File: src/sv/csac_pkg.sv
// ----------------------------------------------------------------------------
// csac_pkg
// Shared types and constants for the coherent set-associative cache.
// ----------------------------------------------------------------------------
package csac_pkg;

   localparam int WAYS_LOG2_DEF       = 2;
   localparam int SETS_LOG2_DEF       = 6;
   localparam int LINE_BYTES_LOG2_DEF = 3;

   localparam logic [2:0] OP_LOAD      = 3'd0;
   localparam logic [2:0] OP_STORE     = 3'd1;
   localparam logic [2:0] OP_FILL      = 3'd2;
   localparam logic [2:0] OP_SNOOP_INV = 3'd3;
   localparam logic [2:0] OP_SNOOP_RD  = 3'd4;

   localparam logic [1:0] PERM_INV = 2'd0;
   localparam logic [1:0] PERM_SHR = 2'd1;
   localparam logic [1:0] PERM_EXC = 2'd2;
   localparam logic [1:0] PERM_MOD = 2'd3;

   localparam logic       CMD_READ  = 1'b0;
   localparam logic       CMD_WBACK = 1'b1;
   localparam logic [15:0] WB_TAG   = 16'hFFFF;

   typedef enum logic [1:0] {
      S_CLEAR,
      S_IDLE,
      S_READ,
      S_EXEC
   } state_type;

   typedef struct packed {
      logic [2:0]  opcode;
      logic [31:0] address;
      logic [7:0]  store_byte;
      logic        retried;
      logic [15:0] bus_tag;
      logic [1:0]  permit;
      logic [63:0] line_data;
   } req_type;

   typedef struct packed {
      logic        hit;
      logic        retry;
      logic [7:0]  load_byte;
      logic        cmd_valid;
      logic        cmd_kind;
      logic [31:0] cmd_address;
      logic [15:0] cmd_tag;
      logic [1:0]  cmd_permit;
      logic [63:0] cmd_line;
   } rsp_type;

endpackage

File: src/sv/csac_exec.sv
// ----------------------------------------------------------------------------
// csac_exec
// Set evaluation: way lookup, fill victim choice, LRU touch and the result
// for one operation against one set row.
// ----------------------------------------------------------------------------
module csac_exec #(
   parameter int WAYS_LOG2       = csac_pkg::WAYS_LOG2_DEF,
   parameter int SETS_LOG2       = csac_pkg::SETS_LOG2_DEF,
   parameter int LINE_BYTES_LOG2 = csac_pkg::LINE_BYTES_LOG2_DEF
) (
   input  csac_pkg::req_type req,
   input  logic [((SETS_LOG2 > 0) ? SETS_LOG2 : 1)-1:0] set_idx,
   input  logic [(1<<WAYS_LOG2)-1:0][(32-SETS_LOG2-LINE_BYTES_LOG2)-1:0] tags_rd,
   input  logic [(1<<WAYS_LOG2)-1:0][1:0] perms_rd,
   input  logic [(1<<WAYS_LOG2)-1:0][WAYS_LOG2:0] ranks_rd,
   input  logic [(1<<WAYS_LOG2)-1:0][63:0] lines_rd,
   output logic [(1<<WAYS_LOG2)-1:0][(32-SETS_LOG2-LINE_BYTES_LOG2)-1:0] tags_wr,
   output logic [(1<<WAYS_LOG2)-1:0][1:0] perms_wr,
   output logic [(1<<WAYS_LOG2)-1:0][WAYS_LOG2:0] ranks_wr,
   output logic [(1<<WAYS_LOG2)-1:0][63:0] lines_wr,
   output csac_pkg::rsp_type rsp
);
   import csac_pkg::*;

   localparam int NWAYS = 1 << WAYS_LOG2;
   localparam int TW    = 32 - SETS_LOG2 - LINE_BYTES_LOG2;
   localparam int RW    = WAYS_LOG2 + 1;
   localparam int WW    = (WAYS_LOG2 > 0) ? WAYS_LOG2 : 1;
   localparam int SW    = (SETS_LOG2 > 0) ? SETS_LOG2 : 1;
   localparam int OW    = (LINE_BYTES_LOG2 > 0) ? LINE_BYTES_LOG2 : 1;

   logic [TW-1:0]    tag;
   logic [OW-1:0]    offset;
   logic [5:0]       bitpos;
   logic             found;
   logic [WW-1:0]    way;
   logic [1:0]       held;
   logic             unr_found;
   logic [WW-1:0]    unr_way;
   logic [WW-1:0]    zero_way;
   logic             zero_found;
   logic [WW-1:0]    vict;
   logic             do_touch;
   logic [WW-1:0]    tway;
   logic signed [RW:0] cur;
   logic signed [RW:0] rk;
   logic [63:0]      bmask;
   logic [31:0]      wb_addr;

   assign tag    = req.address[31 -: TW];
   assign offset = (LINE_BYTES_LOG2 > 0) ? req.address[OW-1:0] : '0;
   assign bitpos = {3'(offset), 3'b000};
   assign bmask  = 64'hFF << bitpos;

   always_comb begin
      found      = 1'b0;
      way        = '0;
      unr_found  = 1'b0;
      unr_way    = '0;
      zero_found = 1'b0;
      zero_way   = '0;
      // downward scan leaves the lowest match
      for (int w = NWAYS - 1; w >= 0; w--) begin
         if (tags_rd[w] == tag) begin
            found = 1'b1;
            way   = WW'(w);
         end
         if (ranks_rd[w] == {RW{1'b1}}) begin
            unr_found = 1'b1;
            unr_way   = WW'(w);
         end
      end
      // upward scan leaves the highest way of rank zero
      for (int w = 0; w < NWAYS; w++) begin
         if (ranks_rd[w] == '0) begin
            zero_found = 1'b1;
            zero_way   = WW'(w);
         end
      end
   end

   assign held = found ? perms_rd[way] : PERM_INV;

   always_comb begin
      if (found)           vict = way;
      else if (unr_found)  vict = unr_way;
      else if (zero_found) vict = zero_way;
      else                 vict = '0;
   end

   assign wb_addr = (32'(tags_rd[vict]) << (SETS_LOG2 + LINE_BYTES_LOG2)) |
                    ((SETS_LOG2 > 0) ? (32'(set_idx) << LINE_BYTES_LOG2) : 32'd0);

   always_comb begin
      tags_wr  = tags_rd;
      perms_wr = perms_rd;
      ranks_wr = ranks_rd;
      lines_wr = lines_rd;
      rsp      = '0;
      do_touch = 1'b0;
      tway     = way;
      cur      = '0;
      rk       = '0;
      case (req.opcode)
         OP_LOAD: begin
            if (found && held != PERM_INV) begin
               rsp.hit       = 1'b1;
               rsp.load_byte = 8'(lines_rd[way] >> bitpos);
               do_touch      = 1'b1;
            end else begin
               rsp.retry = 1'b1;
               if (!req.retried) begin
                  rsp.cmd_valid   = 1'b1;
                  rsp.cmd_kind    = CMD_READ;
                  rsp.cmd_address = req.address;
                  rsp.cmd_tag     = req.bus_tag;
                  rsp.cmd_permit  = PERM_SHR;
               end
            end
         end
         OP_STORE: begin
            if (found && (held == PERM_EXC || held == PERM_MOD)) begin
               rsp.hit       = 1'b1;
               perms_wr[way] = PERM_MOD;
               lines_wr[way] = (lines_rd[way] & ~bmask) | ({56'd0, req.store_byte} << bitpos);
               do_touch      = 1'b1;
            end else begin
               rsp.retry = 1'b1;
               if (!req.retried) begin
                  rsp.cmd_valid   = 1'b1;
                  rsp.cmd_kind    = CMD_READ;
                  rsp.cmd_address = req.address;
                  rsp.cmd_tag     = req.bus_tag;
                  rsp.cmd_permit  = PERM_MOD;
               end
            end
         end
         OP_FILL: begin
            tway = vict;
            if (!found && ranks_rd[vict] != {RW{1'b1}}) begin
               rsp.cmd_valid   = 1'b1;
               rsp.cmd_kind    = CMD_WBACK;
               rsp.cmd_address = wb_addr;
               rsp.cmd_tag     = WB_TAG;
               rsp.cmd_permit  = perms_rd[vict];
               rsp.cmd_line    = lines_rd[vict];
            end
            tags_wr[vict]  = tag;
            perms_wr[vict] = req.permit;
            lines_wr[vict] = req.line_data;
            do_touch       = 1'b1;
         end
         OP_SNOOP_INV, OP_SNOOP_RD: begin
            if (found && held != PERM_INV) begin
               rsp.hit = 1'b1;
               if (req.opcode == OP_SNOOP_RD) begin
                  rsp.cmd_valid   = 1'b1;
                  rsp.cmd_kind    = CMD_READ;
                  rsp.cmd_address = req.address;
                  rsp.cmd_tag     = req.bus_tag;
                  rsp.cmd_permit  = held;
                  rsp.cmd_line    = lines_rd[way];
               end
               if (req.opcode == OP_SNOOP_INV || req.permit == PERM_MOD) begin
                  perms_wr[way] = PERM_INV;
                  ranks_wr[way] = {RW{1'b1}};
               end else begin
                  perms_wr[way] = PERM_SHR;
               end
            end
         end
         default: begin
         end
      endcase

      // touch: target becomes most recent, ranks above its old rank drop
      if (do_touch) begin
         cur = $signed({ranks_rd[tway][RW-1], ranks_rd[tway]});
         if (cur < 0) cur = '0;
         for (int w = 0; w < NWAYS; w++) begin
            rk = $signed({ranks_rd[w][RW-1], ranks_rd[w]});
            if (WW'(w) == tway)
               ranks_wr[w] = RW'(NWAYS - 1);
            else if (rk > cur)
               ranks_wr[w] = RW'(rk - 1);
         end
      end
   end

endmodule

File: config.mk
export PLATFORM = sky130hd
export DESIGN_NAME = csac_exec
export DESIGN_NICKNAME = d
export VERILOG_FILES = /design/src/sv/csac_pkg.sv /design/src/sv/csac_exec.sv
export SDC_FILE = /design/constraint.sdc
export NUM_CORES = 1
export LEC_CHECK = 0
export ABC_CLOCK_PERIOD_IN_PS = 8700
export BUFFER_PORTS_ARGS = -buffer_cell sky130_fd_sc_hd__buf_2
export CAP_MARGIN = 20
export CORE_AREA = 4 4 390 392
export DETAILED_ROUTE_END_ITERATION = 7
export DIE_AREA = 0 0 394 396
export PLACE_DENSITY = 0.3
export SYNTH_ARGS = -nofsm -noshare
export SYNTH_HDL_FRONTEND = slang
export SYNTH_SLANG_ARGS = --single-unit
File: constraint.sdc
create_clock -name vclk -period 8.7
set_input_delay 2.61 -clock vclk [all_inputs]
set_output_delay 2.61 -clock vclk [all_outputs]
set_load 0.01 [all_outputs]
==> results of run 1 <==
==> layout by cell type (no fill, tap or decap), types with 10 or more instances in the layout <==
cell,count
sky130_fd_sc_hd__xnor2_2,12
sky130_fd_sc_hd__nand2_2,13
sky130_fd_sc_hd__o22ai_1,109
sky130_fd_sc_hd__and2_1,10
sky130_fd_sc_hd__o21ai_0,88
sky130_fd_sc_hd__a22oi_1,178
sky130_fd_sc_hd__a221o_1,13
sky130_fd_sc_hd__a2bb2oi_1,10
sky130_fd_sc_hd__o22a_1,17
sky130_fd_sc_hd__a22oi_2,10
sky130_fd_sc_hd__a21o_1,47
sky130_fd_sc_hd__a21oi_1,61
sky130_fd_sc_hd__o211ai_1,121
sky130_fd_sc_hd__mux2_2,97
sky130_fd_sc_hd__o21ai_2,22
sky130_fd_sc_hd__buf_4,506
sky130_fd_sc_hd__and3_1,14
sky130_fd_sc_hd__clkbuf_16,11
sky130_fd_sc_hd__nand3_1,14
sky130_fd_sc_hd__a222oi_1,23
sky130_fd_sc_hd__a31oi_1,13
sky130_fd_sc_hd__inv_1,24
sky130_fd_sc_hd__nor2_4,12
sky130_fd_sc_hd__nand2_1,553
sky130_fd_sc_hd__buf_8,10
sky130_fd_sc_hd__buf_6,70
sky130_fd_sc_hd__o221ai_1,31
sky130_fd_sc_hd__nor2_1,214
sky130_fd_sc_hd__o21ai_1,54
sky130_fd_sc_hd__xnor2_1,15
sky130_fd_sc_hd__xor2_1,55
sky130_fd_sc_hd__buf_12,90
sky130_fd_sc_hd__nor3_1,15
sky130_fd_sc_hd__buf_2,943
sky130_fd_sc_hd__ha_1,11
sky130_fd_sc_hd__diode_2,21
==> kinds of logic (layout without fill, tap and decap cells) <==
| logic type | Yosys count | count (layout) | share of synthesized area |
|---|---|---|---|
| XOR/XNOR | 92 | 92 | 0.0594 |
| AND/OR/NAND/NOR | 941 | 941 | 0.289 |
| adder cells (fa/ha/maj) | 20 | 20 | 0.0184 |
| AO/OA/AOI/OAI | 886 | 886 | 0.462 |
| multiplexers | 111 | 111 | 0.0913 |
| other | 0 | 21 | 0 |
| buffers and inverters | 257 | 1666 | 0.0797 |
==> worst max path at each step <==
stage / slack [ps] / startpoint / depth (start not counted) / to
finish: -80 / req[104] / 20 / rsp[13]
global route: -150 / req[114] / 20 / rsp[13]
CTS: -30 / req[117] / 22 / ranks_wr[2]
detailed placement: -700 / req[117] / 18 / ranks_wr[10]
global placement: -720 / req[117] / 18 / ranks_wr[10]
floorplan: 210 / req[111] / 14 / ranks_wr[10]
==> routing by layer <==
layer / global-route usage / part of all wire / vias to the layer above
li1: - / - / 11467
met1: 0.300 / 0.44 / 13005
met2: 0.388 / 0.47 / 1412
met3: 0.0380 / 0.067 / 216
met4: 0.0389 / 0.025 / 16
met5: 0 / 0.00056 / -
==> worst max-delay path: stages <==
cell                       delay, ps
sky130_fd_sc_hd__buf_2           130
sky130_fd_sc_hd__xor2_1          190
sky130_fd_sc_hd__nor4_2          280
sky130_fd_sc_hd__buf_4           160
sky130_fd_sc_hd__nand4_1         110
sky130_fd_sc_hd__buf_6           160
sky130_fd_sc_hd__or2_4           240
sky130_fd_sc_hd__buf_8           140
sky130_fd_sc_hd__a31oi_4         180
sky130_fd_sc_hd__buf_6           130
sky130_fd_sc_hd__nor2_2           40
sky130_fd_sc_hd__a211o_1         290
sky130_fd_sc_hd__o311ai_4        400
sky130_fd_sc_hd__buf_12          210
sky130_fd_sc_hd__inv_16           60
sky130_fd_sc_hd__buf_12          150
sky130_fd_sc_hd__buf_4           150
sky130_fd_sc_hd__o211ai_1        190
sky130_fd_sc_hd__o21ai_2         150
sky130_fd_sc_hd__buf_6           160
==> cell type report <==
type / instances / share of cell area
Timing Repair Buffer: 1640 / 0.417
Tap cell: 1944 / 0.0865
Antenna cell: 21 / 0.00187
Multi-Input combinational cell: 2050 / 0.491
Inverter: 26 / 0.00405
==> power groups by stage <==
stage | logic, mW | registers, mW | clock network (mW)
after floorplan | 0.533 | 0 | 0
after global placement | 1.42 | 0 | 0
after detailed placement | 1.41 | 0 | 0
after CTS | 1.45 | 0 | 0
after global routing | 1.60 | 0 | 0.000000139
final | 1.51 | 0 | 0.000000184
==> timing repair <==
item / 4_1_cts / 5_1_grt
gates resized for setup: 139 / 277
setup buffers: 36 / 34
cloned: 1 / 11
pin swaps: 29 / 76
hold buffers: 0 / 0
setup endpoints to repair: 400 / 303
==> reports/metrics.cfg, run 1 <==
[floorplan]
number_of_top_level_design_ports=994
dieHeight_um=396
fp.dieArea_um2=156000
die_width_um=394
placement_rows=142
area_of_the_core_um2=149000
starting_density_of_the_core=0.0911

[place]
gp_routability_congestion=0.947
io_buffers=994
place_area_um2=25500
dp_slack_ps=-704
dp.final_hpwl_um=161000
placed_cells_incl_taps=5586

[logic_synthesis]
synth_area_leaders=sky130_fd_sc_hd__nand2_1 16%, sky130_fd_sc_hd__a22oi_1 10%, sky130_fd_sc_hd__mux2_2 8.1%
yosys-top-cells-count=576 x sky130_fd_sc_hd__nand2_1, 232 x sky130_fd_sc_hd__nor2_1, 188 x sky130_fd_sc_hd__a22oi_1
yosys_warns=0
mappedNetlistArea_um2=13600
netlist-cell-type-count=79
syn_avg_cell_area_um2=5.88
mappedNetlistNets=2827
yosysSeqAreaShare=0
synth_top_area_cell=sky130_fd_sc_hd__nand2_1
gate_count_of_the_mapped_netlist=2307
synth_most_common_cell=sky130_fd_sc_hd__nand2_1
post-synth-top-area-fraction=0.159

[power_and_ir_drop]
p_leak_nw=13.4
power_density_nw_per_um2=53.8
power.internal_mw=0.592
power.switching_mw=0.922
power.switching_fraction=0.609
share_clk_of_total_power=0
power.share.combinational=1.000
design_power_total_mw=1.51
vdd_ir_drop_max_uv=26.3
p_seq_frac=0

[sta]
timing_hold_violations_final=0
worst-slew-pin-transition_ps=831
tns_ps=-402
timing.fmax_ghz=0.114
rsz_0062_raised_after_global_routing=yes
final-max-slew-violation-count=0
setup-violations-final=14
fin_ws_ps=-76.3
period_share=1.01
final.min_clock_period_ps=8780
fin_worst_hold_slack_ps=5500
slew_headroom=0.445

[routing]
route.antenna.remaining_nets=0
routed-via-count=26116
drt_first_iter_violations=2594
wire_per_inst_um=33.9
routed_via_density=4.60
drc=0
postRouteWirelength_um=192000
drt_first_pass_iters=8

[setup_path]
setup.worst_path.end_class=primary output
worstPathArrival_ps=6170
critical_path_peak_fanout=6
cp-start-kind=input port
kind_of_critical_path=in -> out
worst-endpoint-required_ps=6090

[status]
failed_checks=setup timing
status=complete, but fails checks

[finish]
clock_buffers=0
area_growth_pct=107
ff_latch_count=0
final_design_area_no_fill_um2=28100
final_layout_size_suffix_gt1_frac=0.524
final-seq-area_um2=0
finish.cell_count_without_fillers=5681
finalNetCount=4238
multi_input_area_um2=13800
num-fill-cells=17252
utilization=0.189

[global_routing]
maximum_number_of_pins_on_one_net_before_global_route_repair=47
grt_pass1_vias=25959
grtUsageTotal=0.226
wire_length_of_the_first_global_routing_pass_um=245000
grt.overflow.total=0
antenna_found_initial=67

[hold_path]
min-delay-start=req[81]
min_path_cells=3
hold-path-endpoint=rsp[81]
hold_path_class=in -> out

[flow_run]
max_cap_viol_count=0

No activity file was read; power rests on OpenSTA's default activity.
==> inputs of run 2 (changes only) <==
--- a/config.mk
+++ b/config.mk
@@ -10,6 +10,8 @@
 export CAP_MARGIN = 20
-export CORE_AREA = 4 4 390 392
+export CELL_PAD_IN_SITES_DETAIL_PLACEMENT = 2
+export CELL_PAD_IN_SITES_GLOBAL_PLACEMENT = 2
+export CORE_AREA = 4 4 387 389
 export DETAILED_ROUTE_END_ITERATION = 7
-export DIE_AREA = 0 0 394 396
-export PLACE_DENSITY = 0.3
+export DIE_AREA = 0 0 391 393
+export PLACE_DENSITY = 0.47
 export SYNTH_ARGS = -nofsm -noshare
==> constraint.sdc (replaced) <==
create_clock -name vclk -period 8.7
set_input_delay 2.61 -clock vclk [all_inputs]
set_output_delay 2.61 -clock vclk [all_outputs]
set_load 0.05 [all_outputs]
==> reports/metrics.cfg, run 2 (same netlist as run 1, synthesis figures left out) <==
[status]
status=complete, but fails checks
failed_checks=setup timing

[finish]
ff_latch_count=0  ; unchanged
clock_buffers=0  ; unchanged
final_design_area_no_fill_um2=30000  ; +6.7%
final_layout_size_suffix_gt1_frac=0.532  ; +0.00791
num-fill-cells=17467  ; +1.2%
multi_input_area_um2=14000  ; +1.6%
area_growth_pct=121
finalNetCount=4226  ; -0.28%
final-seq-area_um2=0  ; unchanged
layout.cells.most_common=sky130_fd_sc_hd__buf_2
most_used_cells_in_the_layout_excluding_fill_and_tap_cells=761 x sky130_fd_sc_hd__buf_2, 555 x sky130_fd_sc_hd__nand2_1, 534 x sky130_fd_sc_hd__buf_4, 204 x sky130_fd_sc_hd__nor2_1, 179 x sky130_fd_sc_hd__buf_12
finish.cell_count_without_fillers=5661  ; -0.35%

[routing]
routed-via-count=26285  ; +0.65%
wire_per_inst_um=33.7  ; -0.67%
drt_first_iter_violations=1658  ; -36%
postRouteWirelength_um=191000  ; -1.0%
routed_via_density=4.64  ; +1.0%
drc=0  ; unchanged
drt_first_pass_iters=5  ; -3
route.antenna.remaining_nets=0  ; unchanged

[flow_run]
max_cap_viol_count=0  ; unchanged

[floorplan]
number_of_top_level_design_ports=994  ; unchanged
starting_density_of_the_core=0.0924  ; +0.00131
die_width_um=391  ; -0.76%
area_of_the_core_um2=147000  ; -1.4%
fp.dieArea_um2=154000  ; -1.5%
dieHeight_um=393  ; -0.76%
placement_rows=141  ; -0.70%

[sta]
period_share=1.03  ; +0.0191
fin_ws_ps=-242  ; -166 ps
final.min_clock_period_ps=8940  ; +166 ps
timing.fmax_ghz=0.112  ; -1.9%
worst-slew-pin-transition_ps=1090  ; +254 ps
timing_hold_violations_final=0  ; unchanged
final-max-slew-violation-count=0  ; unchanged
setup-violations-final=152  ; +138
rsz_0062_raised_after_global_routing=yes
slew_headroom=0.276  ; -0.169
tns_ps=-14110  ; -13710 ps

[place]
io_buffers=994  ; unchanged
dp.final_hpwl_um=154000  ; -4.6%
place_area_um2=26400  ; +3.5%
placed_cells_incl_taps=5516  ; -1.3%
gp_routability_congestion=0.929  ; -1.9%

[setup_path]
critical_path.startpoint=req[107]
worstPathArrival_ps=6330  ; +160 ps
critical_path.cell_chain=buf_2 -> buf_4 -> xor2_1 -> nor4_2 -> buf_4 -> nand2_2 -> o22ai_4 -> buf_4 -> buf_4 -> buf_6 -> o31ai_1 -> buf_4 -> nand2_4 -> a21oi_1 -> o311ai_4 -> buf_4 -> buf_12 -> or4_1 -> o21ai_0 -> buf_4
cp-start-kind=input port
worst-endpoint-required_ps=6090  ; about the same
max_stage_delay_ps=550  ; +150 ps
critical_path.n_buffers_inverters=10  ; unchanged
slowest_stage=sky130_fd_sc_hd__or4_1
critPathTopFamily=buffers and inverters
cpMostUsedCell=sky130_fd_sc_hd__buf_4
setup.worst_path.end_class=primary output
critical_path_peak_fanout=10  ; +4
kind_of_critical_path=in -> out

[hold_path]
min_path_cells=4  ; +1
min-delay-start=lines_rd[186]
hold_path_class=in -> out
hold-path-endpoint=lines_wr[186]

[global_routing]
grtUsageTotal=0.228  ; +0.00191
grt.overflow.total=0  ; unchanged
antenna_found_initial=65  ; -3.0%
wire_length_of_the_first_global_routing_pass_um=246000  ; +0.29%
grt_pass1_vias=27522  ; +6.0%
maximum_number_of_pins_on_one_net_before_global_route_repair=46  ; -2.1%

[clock_tree]
holdBufCountCts=0  ; unchanged

[power_and_ir_drop]
p_leak_nw=13.8  ; +3.3%
power_density_nw_per_um2=69.9  ; +30%
vdd_ir_drop_max_uv=35.8  ; +36%

run 2: worst max path at each step:
stage	endpoint	slack [ps]	cells after the start
floorplan	ranks_wr[10]	-150	14
global placement	ranks_wr[3]	-930	19
detailed placement	ranks_wr[3]	-880	19
CTS	ranks_wr[1]	-220	19
global route	ranks_wr[1]	-360	19
finish	rsp[21]	-240	20
run 2: per-layer routing:
metal  up-vias  track usage  part of all wire
met4        20       0.0324             0.026
met5         -            0           0.00059
met3       219       0.0368             0.057
li1      11452            -                 -
met1     13479        0.294              0.43
met2      1115        0.407              0.49
run 2: timing repair:
item	4_1_cts	5_1_grt
pin swaps	74	95
endpoints found under the setup margin	421	406
gates resized for setup	290	348
hold endpoints to repair	0	0
setup buffers	64	40
cloned	4	13
run 2: final cells by class:
type	count	share of cell area
antenna	27	0.00225
inverter	26	0.00371
multi-input combinational	2050	0.468
tap	1930	0.0804
timing repair buffer	1628	0.446
run 2: through the flow:
stage	total power [mW]	util	setup WS, ps	hold WS [ps]
floorplan	0.984	-	-153	5470
global placement	1.94	0.180	-927	5620
detailed placement	1.95	0.180	-878	5630
CTS	2.03	0.192	-220	5600
global route	2.19	0.204	-361	5620
finish	2.10	0.205	-242	5610
run 2: power breakdown:
group	internal [mW]	switching, mW	leakage (nW)
sequential	0	0	0
combinational	0.706	1.39	13.8
clock	0.000000282	0	0.000169
run 2: worst min-delay path, stage by stage:
cell	delay, ps
sky130_fd_sc_hd__buf_2	120
sky130_fd_sc_hd__nand2_1	50
sky130_fd_sc_hd__nand2_1	60
sky130_fd_sc_hd__buf_6	150
